`config.mk`:
```
export PLATFORM = sky130hd
export DESIGN_NAME = qcr_sum_stage
export DESIGN_NICKNAME = d
export VERILOG_FILES = /design/src/qcr_pkg.sv /design/src/qcr_sum_stage.sv
export SDC_FILE = /design/constraint.sdc
export NUM_CORES = 2
export LEC_CHECK = 0
export ABC_AREA = 1
export BUFFER_PORTS_ARGS = -buffer_cell sky130_fd_sc_hd__buf_4
export CORE_AREA = 4 4 662 664
export DETAILED_ROUTE_END_ITERATION = 7
export DIE_AREA = 0 0 666 668
export PLACE_DENSITY = 0.3
export RECOVER_POWER = 50
export SLEW_MARGIN = 15
export SYNTH_ARGS = -nofsm -noshare
export SYNTH_HDL_FRONTEND = slang
export SYNTH_SLANG_ARGS = --single-unit
```
`constraint.sdc`:
```
create_clock -name clk -period 38.3 [get_ports clk]
set_clock_uncertainty 0.2 [all_clocks]
set_input_delay 1.915 -clock clk [delete_from_list [all_inputs] [get_ports clk]]
set_output_delay 1.915 -clock clk [all_outputs]
set_load 0.01 [all_outputs]
```
`src/qcr_pkg.sv`:
```
// shared types, constants and fixed-point helpers of the quaternion compose/rotate unit
`timescale 1ns / 1ps
`default_nettype none

package qcr_pkg;

  // fixed-point format: signed 32-bit words, FRAC_BITS fraction bits
  localparam int FRAC_BITS = 16;
  // truncated product of two words, sign kept
  localparam int PROD_W = 64 - FRAC_BITS;
  // headroom for sums of up to five product-sized terms
  localparam int SUM_W = PROD_W + 3;

  typedef logic signed [31:0]       word_t;
  typedef logic signed [PROD_W-1:0] prod_t;
  typedef logic signed [SUM_W-1:0]  sum_t;

  typedef enum logic [1:0] {
    OP_COMPOSE = 2'd0,
    OP_ROTATE  = 2'd1,
    OP_CONJ    = 2'd2,
    OP_NONE    = 2'd3
  } op_t;

  localparam word_t WORD_MAX = 32'sh7fffffff;
  localparam word_t WORD_MIN = 32'sh80000000;

  // request as taken from the input channel; index 0..3 is x, y, z, w
  typedef struct packed {
    op_t             op;
    word_t [3:0]     a;
    word_t [3:0]     b;
  } req_t;

  // after the first product array
  typedef struct packed {
    op_t                 op;
    word_t [3:0]         a;
    word_t [2:0]         b;
    prod_t [3:0][3:0]    pab;
    prod_t [3:0]         psq;
  } prod_st_t;

  // after the first reduction
  typedef struct packed {
    op_t             op;
    word_t [3:0]     a;
    word_t [2:0]     b;
    word_t [3:0]     comp;
    logic            comp_sat;
    word_t           s;
    word_t           d;
    word_t [2:0]     cr;
    logic            rot_sat;
  } sum_st_t;

  // after the second product array
  typedef struct packed {
    op_t             op;
    word_t [3:0]     a;
    word_t [3:0]     comp;
    logic            comp_sat;
    logic            rot_sat;
    prod_t [2:0]     tv;
    prod_t [2:0]     td;
    prod_t [2:0]     tc;
  } scale_st_t;

  // final result held in the output register
  typedef struct packed {
    op_t             op;
    word_t [3:0]     r;
    logic            sat;
  } res_t;

  // product truncated toward minus infinity
  function automatic prod_t fmul(input word_t x, input word_t y);
    logic signed [63:0] p;
    p = x * y;
    return prod_t'(p[63:FRAC_BITS]);
  endfunction

  function automatic sum_t ext(input prod_t v);
    return sum_t'(v);
  endfunction

  function automatic sum_t extw(input word_t v);
    return sum_t'(v);
  endfunction

  function automatic logic sat_hit(input sum_t v);
    return (v > extw(WORD_MAX)) || (v < extw(WORD_MIN));
  endfunction

  function automatic word_t sat_word(input sum_t v);
    word_t r;
    if (v > extw(WORD_MAX)) begin
      r = WORD_MAX;
    end else if (v < extw(WORD_MIN)) begin
      r = WORD_MIN;
    end else begin
      r = word_t'(v);
    end
    return r;
  endfunction

endpackage

`default_nettype wire

```
`src/qcr_sum_stage.sv`:
```
// stage 2: hamilton sums, rotation intermediates and their saturation
`timescale 1ns / 1ps
`default_nettype none

module qcr_sum_stage (
  input  logic               clk,
  input  logic               rst,
  input  logic               in_valid,
  output logic               in_ready,
  input  qcr_pkg::prod_st_t  in_data,
  output logic               out_valid,
  input  logic               out_ready,
  output qcr_pkg::sum_st_t   out_data
);
  import qcr_pkg::*;

  logic        valid;
  sum_st_t     data;
  sum_st_t     data_next;
  sum_t [3:0]  comp_sum;
  sum_t        s_sum;
  sum_t        d_sum;
  sum_t [2:0]  cr_sum;

  assign in_ready  = !valid || out_ready;
  assign out_valid = valid;
  assign out_data  = data;

  // pab[i][j] = a_i * b_j, index 0..3 is x, y, z, w
  always_comb begin
    comp_sum[0] = ext(in_data.pab[3][0]) + ext(in_data.pab[0][3])
                + ext(in_data.pab[1][2]) - ext(in_data.pab[2][1]);
    comp_sum[1] = ext(in_data.pab[3][1]) - ext(in_data.pab[0][2])
                + ext(in_data.pab[1][3]) + ext(in_data.pab[2][0]);
    comp_sum[2] = ext(in_data.pab[3][2]) + ext(in_data.pab[0][1])
                - ext(in_data.pab[1][0]) + ext(in_data.pab[2][3]);
    comp_sum[3] = ext(in_data.pab[3][3]) - ext(in_data.pab[0][0])
                - ext(in_data.pab[1][1]) - ext(in_data.pab[2][2]);
    s_sum = ext(in_data.psq[3]) - ext(in_data.psq[0])
          - ext(in_data.psq[1]) - ext(in_data.psq[2]);
    d_sum = ext(in_data.pab[0][0]) + ext(in_data.pab[1][1]) + ext(in_data.pab[2][2]);
    cr_sum[0] = ext(in_data.pab[1][2]) - ext(in_data.pab[2][1]);
    cr_sum[1] = ext(in_data.pab[2][0]) - ext(in_data.pab[0][2]);
    cr_sum[2] = ext(in_data.pab[0][1]) - ext(in_data.pab[1][0]);
  end

  always_comb begin
    data_next.op = in_data.op;
    data_next.a  = in_data.a;
    data_next.b  = in_data.b;
    for (int i = 0; i < 4; i++) begin
      data_next.comp[i] = sat_word(comp_sum[i]);
    end
    data_next.comp_sat = sat_hit(comp_sum[0]) | sat_hit(comp_sum[1])
                       | sat_hit(comp_sum[2]) | sat_hit(comp_sum[3]);
    data_next.s = sat_word(s_sum);
    data_next.d = sat_word(d_sum);
    for (int i = 0; i < 3; i++) begin
      data_next.cr[i] = sat_word(cr_sum[i]);
    end
    data_next.rot_sat = sat_hit(s_sum) | sat_hit(d_sum) | sat_hit(cr_sum[0])
                      | sat_hit(cr_sum[1]) | sat_hit(cr_sum[2]);
  end

  always_ff @(posedge clk) begin
    if (rst) begin
      valid <= 1'b0;
    end else if (in_ready) begin
      valid <= in_valid;
    end
  end

  always_ff @(posedge clk) begin
    if (in_ready && in_valid) begin
      data <= data_next;
    end
  end

endmodule

`default_nettype wire

```
== Word-level counts from Yosys, hierarchy flattened ==
Cells that the tools add are included.

* Register bits after elaboration: 517
* Input bits: 1,190
* Word-level logic and storage cells: 86

* $add $sub $neg: 20
* $lt $le $gt $ge: 18
* Multiplexer cells: 9
* Bitwise operators: 7
* Reduce and logical (&&, ||, !) cells: 12

{| class="wikitable"
|+ Operators by type and width
! cell !! count
|-
| 48-bit by 48-bit subtractor with 49-bit output || 6
|-
| 32-bit two-way mux || 9
|-
| 51-bit by 32-bit > comparator with 1-bit output, second input constant || 5
|-
| 51-bit by 32-bit less-than comparator with 1-bit output, second input constant || 5
|-
| 50-bit by 48-bit subtractor with 51-bit output || 3
|-
| 49-bit by 48-bit adder with 50-bit output || 3
|-
| 49-bit by 48-bit subtractor with 50-bit output || 3
|-
| 48-bit by 48-bit adder with 49-bit output || 3
|-
| 49-bit by 32-bit > comparator with 1-bit output, second input constant || 3
|-
| 49-bit by 32-bit less-than comparator with 1-bit output, second input constant || 3
|-
| 50-bit by 48-bit adder with 51-bit output || 2
|-
| 50-bit by 32-bit > comparator with 1-bit output, second input constant || 1
|-
| 50-bit by 32-bit less-than comparator with 1-bit output, second input constant || 1
|-
| 1-bit logical OR || 10
|-
| 1-bit OR || 7
|-
| 1-bit logical AND || 1
|-
| 1-bit zero test || 1
|}

== Longest topological paths before layout ==
* Word-level depth: 9
* Depth in mapped cells: 28

== Least setup slack after synthesis ==
OpenSTA, ideal clock, no wires.

* Kind: input-to-reg
* Start point: input port in_valid
* End point: register data, in the netlist out_data[0] (enable)
* Setup time: 1.568 ns
* Arrival time: 26.649 ns
* Required time: 36.532 ns
* Path slack: 9.883 ns
* Cell stages on the path: 2
* Path buffers: 0
* Cells stage by stage: inv_1 > a21oi_1

* Longest elaborated chain between the ends: 1

{| class="wikitable"
|+ RTL lines
! what !! RTL line !! text
|-
| start, declared || qcr_sum_stage.sv:8 || <nowiki>input logic in_valid,</nowiki>
|-
| 1-bit logical AND || qcr_sum_stage.sv:74 || <nowiki>if (in_ready && in_valid) begin</nowiki>
|-
| end signal, assigned || qcr_sum_stage.sv:75 || <nowiki>data <= data_next;</nowiki>
|-
| end, declared || qcr_sum_stage.sv:18 || <nowiki>sum_st_t data;</nowiki>
|}

No other way between the ends.
A chain may end at the register's enable or synchronous reset.

== Final worst setup path ==
* Start point: input port in_valid
* End point: register data, in the netlist out_data[64] (enable)

The elaborated chain is that of the path after synthesis.

==> results.cfg <==
[placement]
dp.cells = 17800
port_buffers = 1707
place_ws_ns = 30.60
gp_congestion = 0.949
dp_hpwl_microns = 438000

[global_routing]
use_met1_pct = 23.9
grt_max_degree = 129
top_usage_layer = met2
grt_pass1_vias = 74200
met2_usage_pct = 38.2
grt_pass1_wl_microns = 631000
antenna_found_initial = 92
overflow = 0
track_usage_pct = 20.6
use_met3_pct = 3.17

[floorplan]
die_area_sq_um = 445000
rows = 242
die_w_microns = 666
core_area_sq_um = 433000
chipHeight_microns = 668
boundaryPins = 1708
initial_core_util_pct = 16.1

[critical_path]
max_stage_delay_ns = 5.69
crit_top_cell = clkbuf_1
r2r_start = out_valid$_SDFFE_PP0N_
reg2reg_depth = 3
critPathMaxFanout = 128
slowest_stage = clkbuf_1
critPathLaunch = in_valid
start_kind = input port
critPathKind = input port to flop
critPathRequiredTime_ns = 38.22
critPathArrivalTime_ns = 10.77
crit_chain = clkbuf_1 > inv_1 > a21oi_4 > clkbuf_1 > clkbuf_1
critPathCaptureType = flop

[sta]
post-route-worst-setup-slack_ns = 27.45
setup_viol = 0
max_freq_ghz = 0.0922
whs_ns = 0.372
final.setup.tns_ns = 0
min_period_ns = 10.85
maxSlewHeadroom_pct = -451
finalMaxSlewViolations = 271
fin_crit_sh_pct = 28.3
worstMarginPinSlew_ns = 8.26
finalHoldViolCount = 0
rsz0062_at_grt = false

[cts]
cts_setup_buffers = 0
clock_path_buffers = 4
htreeDepth = 3
cts_resized = 0
clk_latency_ns = 0.79
hold_buffers = 0
cts_root_buf = clkbuf_16
numCtsBuffers = 82
path_clk_slew_ns = 0.06
clock-sinks = 517
cts_tree = done

[power_and_ir_drop]
leakage_nw = 46.8
ir_worst_vdd_mv = 0.0390
powerDensity_nw_per_um2 = 52.8

[logic_synthesis]
netlist_area_sq_um = 69500
yosysSeqAreaShare_pct = 22.3
synth-edff-count = 516
synth-main-ff-cell = edfxtp_1
ys_types = 47
synth-seq-cells = 517
avgSynthCellArea_sq_um = 6.68
synthCells = 10400
yosys_warnings = 0
ys_async_sr_fraction_pct = 0
synth_fp_nets = 12600

[detailed_routing]
drt_iter0_drc = 4548
avgRoutedWirePerCell_microns = 26.5
drc = 0
via_count = 72400
wl_microns = 477000
firstDrtPassIters = 8
vias_per_cell = 4.02
ant_nets = 0

[finish]
area_growth_pct = 30.5
final_nets = 14300
drive_gt1_share_pct = 13.0
final_cell_mix = nand2_1 (3307), inv_1 (2579), buf_4 (1165), nor2_1 (949), a21oi_1 (538)
final_common_cell = nand2_1
final_cells = 18000

[run_status]
status = complete, but fails checks
violations = capacitance limit, slew limit

[worst_hold_path]
hp-start = out_valid$_SDFFE_PP0N_
hp-class = flop to flop
holdPathStages = 2

[flow_run]
cap_violations = 4
-- area by class of cell --
cell class / instances / area [sq um]
antenna: 42 / 105
clock buffer: 98 / 2130
clock inverter: 46 / 551
fill: 50500 / 342000
inverter: 2591 / 9730
multi-input combinational: 7242 / 43900
sequential: 517 / 15500
tap: 5734 / 7170
timing repair buffer: 1725 / 11600
-- metal layers --
metal	part of all wire, %	up-vias
li1	-	35300
met1	40	34700
met2	51	1962
met3	4.6	407
met4	4.0	26
met5	0.037	-
-- metrics by stage --
step,util (%),total power [W],instance area [sq um]
after detailed placement,20.6,0.00414,89300
after floorplan,-,0.00262,69500
final,21.0,0.00479,90700
after global placement,20.6,0.00416,89300
after global routing,20.9,0.00519,90700
after CTS,21.2,0.00498,92000
-- state kept, by name, summed over array words and instances (netlist names) --
name	count
out_data	516
out_valid	1
-- report_power, final --
group	switching, W	internal, W
sequential	0.0000611	0.000822
combinational	0.00219	0.000925
clock	0.000327	0.000465
-- critical path: cells and delay by family --
kind,cells,cell delay [ns]
AO/OA/AOI/OAI,1,0.13
buffers and inverters,4,8.29
-- Yosys cell counts (all sizes together) (15+ instances only) --
library cell / count / area share, %
nand2: 3328 / 18
inv: 2591 / 14
nor2: 963 / 5.3
a21oi: 541 / 3.9
fa: 518 / 15
edfxtp: 516 / 22
ha: 444 / 8.0
nand3: 408 / 3.0
o21ai: 304 / 2.3
nand4: 197 / 1.8
xor2: 155 / 2.0
nor3: 82 / 0.61
xnor2: 81 / 1.0
o21bai: 54 / 0.59
buf: 51 / 0.53
nand3b: 30 / 0.32
o21a: 29 / 0.31
a21boi: 22 / 0.24
a21o: 22 / 0.24
and2: 15 / 0.14
-- cell families after synthesis --
group	count (synthesis)	share of synthesized area (%)
xor gates and xnor gates	236	3.00
adders and majority gates	962	22.9
and+or+nand+nor	5045	29.3
AOI/OAI and AO/OA	999	7.89
buffers and inverters	2644	14.5
DFF	517	22.3
-- final timing paths --
path                                      to  slack (ns)
setup reg to reg  out_data[64]$_SDFFCE_PN0P_       28.76
setup / recovery  out_data[64]$_SDFFCE_PN0P_       27.45
hold / removal        out_valid$_SDFFE_PP0N_        0.37
hold reg to reg       out_valid$_SDFFE_PP0N_        0.37
Note: power is estimated with default switching activity, not from simulation.
