File: config.mk
export PLATFORM = sky130hd
export DESIGN_NAME = qcr_out_stage
export DESIGN_NICKNAME = d
export VERILOG_FILES = /design/src/qcr_pkg.sv /design/src/qcr_out_stage.sv
export SDC_FILE = /design/constraint.sdc
export NUM_CORES = 1
export LEC_CHECK = 0
export ABC_AREA = 1
export ABC_CLOCK_PERIOD_IN_PS = 12100
export BUFFER_PORTS_ARGS = -buffer_cell sky130_fd_sc_hd__buf_2
export CAP_MARGIN = 20
export CORE_AREA = 2 2 326 328
export DETAILED_ROUTE_END_ITERATION = 8
export DIE_AREA = 0 0 328 330
export PLACE_DENSITY = 0.53
export SYNTH_ARGS = -nofsm -noshare
export SYNTH_HDL_FRONTEND = slang
export SYNTH_SLANG_ARGS = --single-unit
File: constraint.sdc
create_clock -name clk -period 12.1 [get_ports clk]
set_clock_uncertainty 0.1 [all_clocks]
set_input_delay 1.815 -clock clk [delete_from_list [all_inputs] [get_ports clk]]
set_output_delay 1.815 -clock clk [all_outputs]
set_load 0.005 [all_outputs]
File: src/qcr_pkg.sv
// shared types, constants and fixed-point helpers of the quaternion compose/rotate unit
`timescale 1ns / 1ps
`default_nettype none

package qcr_pkg;

  // fixed-point format: signed 32-bit words, FRAC_BITS fraction bits
  localparam int FRAC_BITS = 16;
  // truncated product of two words, sign kept
  localparam int PROD_W = 64 - FRAC_BITS;
  // headroom for sums of up to five product-sized terms
  localparam int SUM_W = PROD_W + 3;

  typedef logic signed [31:0]       word_t;
  typedef logic signed [PROD_W-1:0] prod_t;
  typedef logic signed [SUM_W-1:0]  sum_t;

  typedef enum logic [1:0] {
    OP_COMPOSE = 2'd0,
    OP_ROTATE  = 2'd1,
    OP_CONJ    = 2'd2,
    OP_NONE    = 2'd3
  } op_t;

  localparam word_t WORD_MAX = 32'sh7fffffff;
  localparam word_t WORD_MIN = 32'sh80000000;

  // request as taken from the input channel; index 0..3 is x, y, z, w
  typedef struct packed {
    op_t             op;
    word_t [3:0]     a;
    word_t [3:0]     b;
  } req_t;

  // after the first product array
  typedef struct packed {
    op_t                 op;
    word_t [3:0]         a;
    word_t [2:0]         b;
    prod_t [3:0][3:0]    pab;
    prod_t [3:0]         psq;
  } prod_st_t;

  // after the first reduction
  typedef struct packed {
    op_t             op;
    word_t [3:0]     a;
    word_t [2:0]     b;
    word_t [3:0]     comp;
    logic            comp_sat;
    word_t           s;
    word_t           d;
    word_t [2:0]     cr;
    logic            rot_sat;
  } sum_st_t;

  // after the second product array
  typedef struct packed {
    op_t             op;
    word_t [3:0]     a;
    word_t [3:0]     comp;
    logic            comp_sat;
    logic            rot_sat;
    prod_t [2:0]     tv;
    prod_t [2:0]     td;
    prod_t [2:0]     tc;
  } scale_st_t;

  // final result held in the output register
  typedef struct packed {
    op_t             op;
    word_t [3:0]     r;
    logic            sat;
  } res_t;

  // product truncated toward minus infinity
  function automatic prod_t fmul(input word_t x, input word_t y);
    logic signed [63:0] p;
    p = x * y;
    return prod_t'(p[63:FRAC_BITS]);
  endfunction

  function automatic sum_t ext(input prod_t v);
    return sum_t'(v);
  endfunction

  function automatic sum_t extw(input word_t v);
    return sum_t'(v);
  endfunction

  function automatic logic sat_hit(input sum_t v);
    return (v > extw(WORD_MAX)) || (v < extw(WORD_MIN));
  endfunction

  function automatic word_t sat_word(input sum_t v);
    word_t r;
    if (v > extw(WORD_MAX)) begin
      r = WORD_MAX;
    end else if (v < extw(WORD_MIN)) begin
      r = WORD_MIN;
    end else begin
      r = word_t'(v);
    end
    return r;
  endfunction

endpackage

`default_nettype wire

File: src/qcr_out_stage.sv
// stage 4: rotation sums, conjugate, result selection and output register
`timescale 1ns / 1ps
`default_nettype none

module qcr_out_stage (
  input  logic               clk,
  input  logic               rst,
  input  logic               in_valid,
  output logic               in_ready,
  input  qcr_pkg::scale_st_t in_data,
  output logic               out_valid,
  input  logic               out_ready,
  output qcr_pkg::res_t      out_data
);
  import qcr_pkg::*;

  logic        valid;
  res_t        data;
  res_t        data_next;
  sum_t [2:0]  rot_sum;
  word_t [2:0] neg;
  logic [2:0]  neg_sat;

  assign in_ready  = !valid || out_ready;
  assign out_valid = valid;
  assign out_data  = data;

  always_comb begin
    for (int i = 0; i < 3; i++) begin
      rot_sum[i] = ext(in_data.tv[i]) + (ext(in_data.td[i]) <<< 1)
                 + (ext(in_data.tc[i]) <<< 1);
      // negating the most negative word clips
      neg_sat[i] = (in_data.a[i] == WORD_MIN);
      neg[i]     = neg_sat[i] ? WORD_MAX : -in_data.a[i];
    end
  end

  always_comb begin
    data_next.op = in_data.op;
    case (in_data.op)
      OP_COMPOSE: begin
        data_next.r   = in_data.comp;
        data_next.sat = in_data.comp_sat;
      end
      OP_ROTATE: begin
        for (int i = 0; i < 3; i++) begin
          data_next.r[i] = sat_word(rot_sum[i]);
        end
        data_next.r[3] = '0;
        data_next.sat  = in_data.rot_sat | sat_hit(rot_sum[0])
                       | sat_hit(rot_sum[1]) | sat_hit(rot_sum[2]);
      end
      OP_CONJ: begin
        data_next.r[2:0] = neg;
        data_next.r[3]   = in_data.a[3];
        data_next.sat    = |neg_sat;
      end
      default: begin
        data_next.r   = '0;
        data_next.sat = 1'b0;
      end
    endcase
  end

  always_ff @(posedge clk) begin
    if (rst) begin
      valid <= 1'b0;
    end else if (in_ready) begin
      valid <= in_valid;
    end
  end

  always_ff @(posedge clk) begin
    if (in_ready && in_valid) begin
      data <= data_next;
    end
  end

  a_rotate_w_zero: assert property (@(posedge clk) disable iff (rst)
    valid && (data.op == OP_ROTATE) |-> (data.r[3] == '0))
    else $error("rotate result carries a nonzero w");

  a_unused_op_zero: assert property (@(posedge clk) disable iff (rst)
    valid && (data.op == OP_NONE) |-> (data.r == '0) && !data.sat)
    else $error("unused operation gives a nonzero result");

  a_conj_sat_clips: assert property (@(posedge clk) disable iff (rst)
    valid && (data.op == OP_CONJ) && data.sat |->
      (data.r[0] == WORD_MAX) || (data.r[1] == WORD_MAX) || (data.r[2] == WORD_MAX))
    else $error("conjugate flags saturation without a clipped component");

endmodule

`default_nettype wire

== After elaboration in Yosys (flattened, before gate mapping) ==
Index checks and enable logic that the tools add are counted.
Storage, ports and cells
  register bits: 132
  bits of input ports: 696
Operators by class
  order comparisons: 6
  bitwise logic cells: 3
  $add $sub $neg: 9
  mux-type cells: 10
  reductions and logical operators: 8
  eq/ne operators: 5
Operators with widths (number)
  129-bit case mux with 3 select lines: 1
  32-bit 2-to-1 mux: 9
  50-bit by 49-bit adder with 51-bit output: 3
  51-bit by 32-bit greater-than comparator with 1-bit output (second input constant): 3
  51-bit by 32-bit < comparator with 1-bit output (second input constant): 3
  48-bit by 49-bit adder with 50-bit output: 3
  32-bit equality test (second input constant): 3
  32-bit negator: 3
  1-bit logical OR: 4
  1-bit bitwise OR: 3
  3-bit OR reduction: 1
  2-bit by 1-bit equality test with 1-bit output (second input constant): 1
  2-bit equality test (second input constant): 1
  2-bit zero test: 1
  1-bit logical AND: 1
  1-bit zero test: 1

== Logic depth before layout (Yosys ltp) ==
  depth after elaboration: 8
  depth in mapped cells: 26
  mapped depth without buffers: 26

== Worst setup path before layout ==
OpenSTA, ideal clock, no wires.
  kind: input to register
  from: input in_valid
  to: register data, in the netlist out_data[0], enable pin
  data arrival time: 8.163 ns
  stages on the path: 2
  required time: 11.336 ns
  path buffers: 0
  library setup time: 0.664 ns
  path slack: 3.173 ns
  cell sequence: inv_1 -> a21oi_1
Between the ends
  longest elaborated chain between the ends: 1
RTL lines
  from (decl): line qcr_out_stage.sv:8  | input logic in_valid,
  1-bit logical AND: line qcr_out_stage.sv:74  | if (in_ready && in_valid) begin
  to (signal assigned): line qcr_out_stage.sv:75  | data <= data_next;
  to (decl): line qcr_out_stage.sv:18  | res_t data;
No other way between the ends.
A chain may end at the register's enable or synchronous reset.

==> run_results.csv <==
group,metric,value,unit
run_status,status,"finished, final reports clean",
power_and_ir_drop,p_leak,16.6,nW
routing,wirelength,136,mm
sta,hold_viol_final,0,
sta,fmax,168,MHz
setup_path,crit_type,"in2reg",
synthesis,synth-edff-count,131,
routing,ant_nets,0,
synthesis,synth_flop_cell,"edfxtp_1",
global_routing,grt_pass1_wl,190,mm
synthesis,synth_top_cell_by_area,"nand2_1",
synthesis,syn-num-nets,4973,
routing,wl_per_cell,22.0,microns
sta,drv_slew,0,
global_routing,globalRouteOverflowTotal,0,
setup_path,start_kind,"input pin",
cts,clk_pin_slew,0.07,ns
cts,cts-resized-gates,0,
setup_path,cpMostUsedCell,"nand2_1",
cts,cts-root-buf,"clkbuf_16",
sta,setup_slack,6.15,ns
cts,cts_setup_buffers,0,
die,start_util,0.238,
cts,ctsHoldBuffers,0,
placed_design,io_buffers,828,
synthesis,synth-async-reset-ratio,0,
routing,drc,0,
cts,clock-sinks,132,
setup_path,crit_required,12.37,ns
sta,rsz0062_at_grt,"no",
synthesis,syn-instance-count,3983,
power_and_ir_drop,pwr_density_cell,119,nW/um^2
setup_path,worstReg2RegStart,"out_valid$_SDFFE_PP0N_",
power_and_ir_drop,switching_share,0.555,
finish,final_area,31200,sq um
setup_path,worstPathArrival,6.22,ns
global_routing,grt_pass1_vias,28200,
setup_path,endpoint_kind,"flop",
min_path,hold_path_depth,2,
power_and_ir_drop,power.switching,2.06,mW
die,die_h,330,microns
placed_design,dpl.hpwl,120,mm
setup_path,ff2ff_path_depth,3,
global_routing,antenna_found_initial,28,
cts,clk_path_buf_depth,2,
finish,multiInputGateArea,18200,sq um
min_path,worstHoldPathType,"reg2reg",
setup_path,critPathMaxStageDelay,0.51,ns
power_and_ir_drop,p_seq_frac,0.162,
synthesis,synthTopCellsByCount,"nand2_1, inv_1, nor2_1",
sta,worstMarginPinSlew,0.993,ns
power_and_ir_drop,clkPwrFrac,0.158,
setup_path,r2r_setup_slack,8.88,ns
synthesis,synth_area,24900,sq um
synthesis,synth.distinct_cells,58,
routing,dr.first_iter.drc_count,2116,
die,coreArea,105000,sq um
setup_path,cpMaxStageDelayCell,"fa_1",
die,dieArea,108000,sq um
synthesis,synth_seq_area_share,0.159,
synthesis,yosysWarnings,0,
power_and_ir_drop,pwr-share-comb,0.680,
min_path,whs_endpoint,"out_valid$_SDFFE_PP0N_",
sta,slew_headroom,0.336,
synthesis,synth.area.top_cells,"nand2_1, edfxtp_1, fa_1",
placed_design,gp_congestion,1.01,
cts,cts-buffers-inserted,17,
die,rows,119,
sta,period_needed,5.95,ns
finish,drive_above_1_share,0.219,
sta,finalCritPeriodShare,0.492,
cts,worstSkewPairLatency,0.51,ns
setup_path,critPathBufInv,2,
setup_path,crit_family,"simple AND/OR/NAND/NOR gates",
finish,finalNetCount,5779,
power_and_ir_drop,ir_drop,77.9,uV
sta,setup_tns,0,ns
routing,vias,29000,
finish,finish.utilization,0.298,
setup_path,worstPathMaxFanout,21,
global_routing,track_usage,0.244,
setup_path,path_cells,"buf_2 > fa_1 > ha_1 > nand2_1 > nor2_1 > nand2_1 > nor2_1 > nand3_1 > nand4_1 > nand2_1 > nor2_1 > nand2_1 > nor2_1 > nand3_1 > nand2_2 > nand2_1 > inv_2 > nand2_1 > nand4_1",
finish,nFillCells,11900,
finish,seqCellArea,3950,sq um
die,ios,829,
routing,vias_per_cell,4.67,
synthesis,synth.top_cell.area_share,0.225,
sta,setup_viol,0,
placed_design,place_area,30600,sq um
flow_run,max_cap_violations,0,
global_routing,grt_max_degree,59,
synthesis,yosysMostFrequentCell,"nand2_1",
synthesis,avgSynthCellArea,6.24,sq um
synthesis,ys_ff_latch,132,
die,die_width,328,microns
placed_design,post-place-ws,5.64,ns
cts,cts_tree,"built",
setup_path,worstReg2RegEnd,"out_data[16]$_DFFE_PP_",
min_path,hold_start,"out_valid$_SDFFE_PP0N_",
routing,drt_first_pass_iters,8,
power_and_ir_drop,internal_power,1.65,mW
cts,htreeDepth,4,
finish,area_growth,25.6,%
==> layout make-up <==
cell class | instances | share of cell area
clock inverter | 15 | 0.00485
timing repair buffer | 844 | 0.137
clock buffer | 17 | 0.0136
tap | 1391 | 0.0557
inverter | 644 | 0.0774
multi-input combinational | 3150 | 0.584
antenna | 10 | 0.000801
sequential | 132 | 0.127
==> cells in the final DEF, fill, tap and decap left out, types with 4 or more instances in the layout <==
cell type / synthesis / routed
a21oi_1: 160 / 159
a22o_1: 32 / 32
a22oi_1: 15 / 15
a31oi_1: 5 / 5
and2_1: 7 / 7
buf_2: 9 / 828
buf_4: 7 / 15
clkbuf_16: 0 / 17
diode_2: 0 / 10
edfxtp_1: 131 / 131
fa_1: 147 / 147
ha_1: 147 / 147
inv_1: 610 / 610
inv_2: 31 / 31
inv_6: 0 / 5
inv_8: 0 / 6
nand2_1: 1492 / 1492
nand2_2: 37 / 37
nand3_1: 208 / 208
nand3_2: 23 / 23
nand3b_1: 11 / 11
nand4_1: 71 / 71
nor2_1: 365 / 361
nor2_2: 24 / 25
nor2_4: 6 / 9
nor3_1: 34 / 34
nor3_2: 7 / 7
nor4_1: 19 / 19
nor4_2: 4 / 4
o211ai_1: 6 / 6
o21ai_0: 91 / 91
o21ai_1: 12 / 12
o21ai_2: 20 / 20
o21bai_1: 20 / 20
or2_2: 7 / 7
xnor2_1: 56 / 56
xor2_1: 93 / 93
==> metal layers <==
layer | global-route usage | routed length [microns] | vias to the layer above
li1 | - | - | 14200
met1 | 0.314 | 58600 | 13300
met2 | 0.406 | 63000 | 1236
met3 | 0.0486 | 9950 | 199
met4 | 0.0823 | 4510 | 22
met5 | 0 | 143 | -
==> registers in the layout, indices dropped and copies added, names as in the netlist <==
| signal | flops |
|---|---|
| out_valid | 1 |
| out_data | 131 |
==> worst max-delay path by stage <==
| stage | depth (start not counted) | slack, ns | from | endpoint |
|---|---|---|---|---|
| after floorplan | 2 | 3.17 | in_valid | out_data[0]$_DFFE_PP_ |
| after global placement | 25 | 5.56 | in_data[97] | out_data[0]$_DFFE_PP_ |
| after detailed placement | 25 | 5.64 | in_data[97] | out_data[0]$_DFFE_PP_ |
| after CTS | 25 | 6.22 | in_data[97] | out_data[0]$_DFFE_PP_ |
| after global routing | 25 | 5.90 | in_data[97] | out_data[0]$_DFFE_PP_ |
| final | 19 | 6.15 | in_data[66] | out_data[47]$_DFFE_PP_ |
==> worst reg2reg max path, cell delays in order, from the launching register on <==
cell and delay (ns):
dfxtp_1 0.35, a21oi_4 0.67, buf_4 0.84, buf_4 0.84
==> power by group through the flow <==
| stage | Combinational [mW] | Sequential [mW] | Clock, mW |
|---|---|---|---|
| finish | 2.52 | 0.600 | 0.585 |
| global route | 2.76 | 0.605 | 0.613 |
| detailed placement | 2.49 | 0.610 | 0 |
| floorplan | 1.50 | 0.612 | 0 |
| CTS | 2.50 | 0.601 | 0.605 |
| global placement | 2.50 | 0.611 | 0 |
==> cells by family (layout without fill, tap and decap cells) <==
| logic type | count (synthesis) | in the layout | synth area share |
|---|---|---|---|
| AO/OA/AOI/OAI | 376 | 376 | 0.0900 |
| XOR/XNOR | 150 | 150 | 0.0531 |
| adder cells (fa/ha/maj) | 294 | 294 | 0.192 |
| buffers and inverters | 701 | 1520 | 0.109 |
| flip-flops | 132 | 132 | 0.159 |
| other | 0 | 10 | 0 |
| AND/OR/NAND/NOR | 2330 | 2330 | 0.396 |
==> through the flow <==
step	cells	power, mW	hold WS (ns)
CTS	6192	3.71	0.490
floorplan	3983	2.11	0.407
global route	6196	3.98	0.515
finish	6203	3.70	0.485
detailed placement	6160	3.10	0.477
global placement	6160	3.11	0.468
Power figures use the tool's default switching activity.
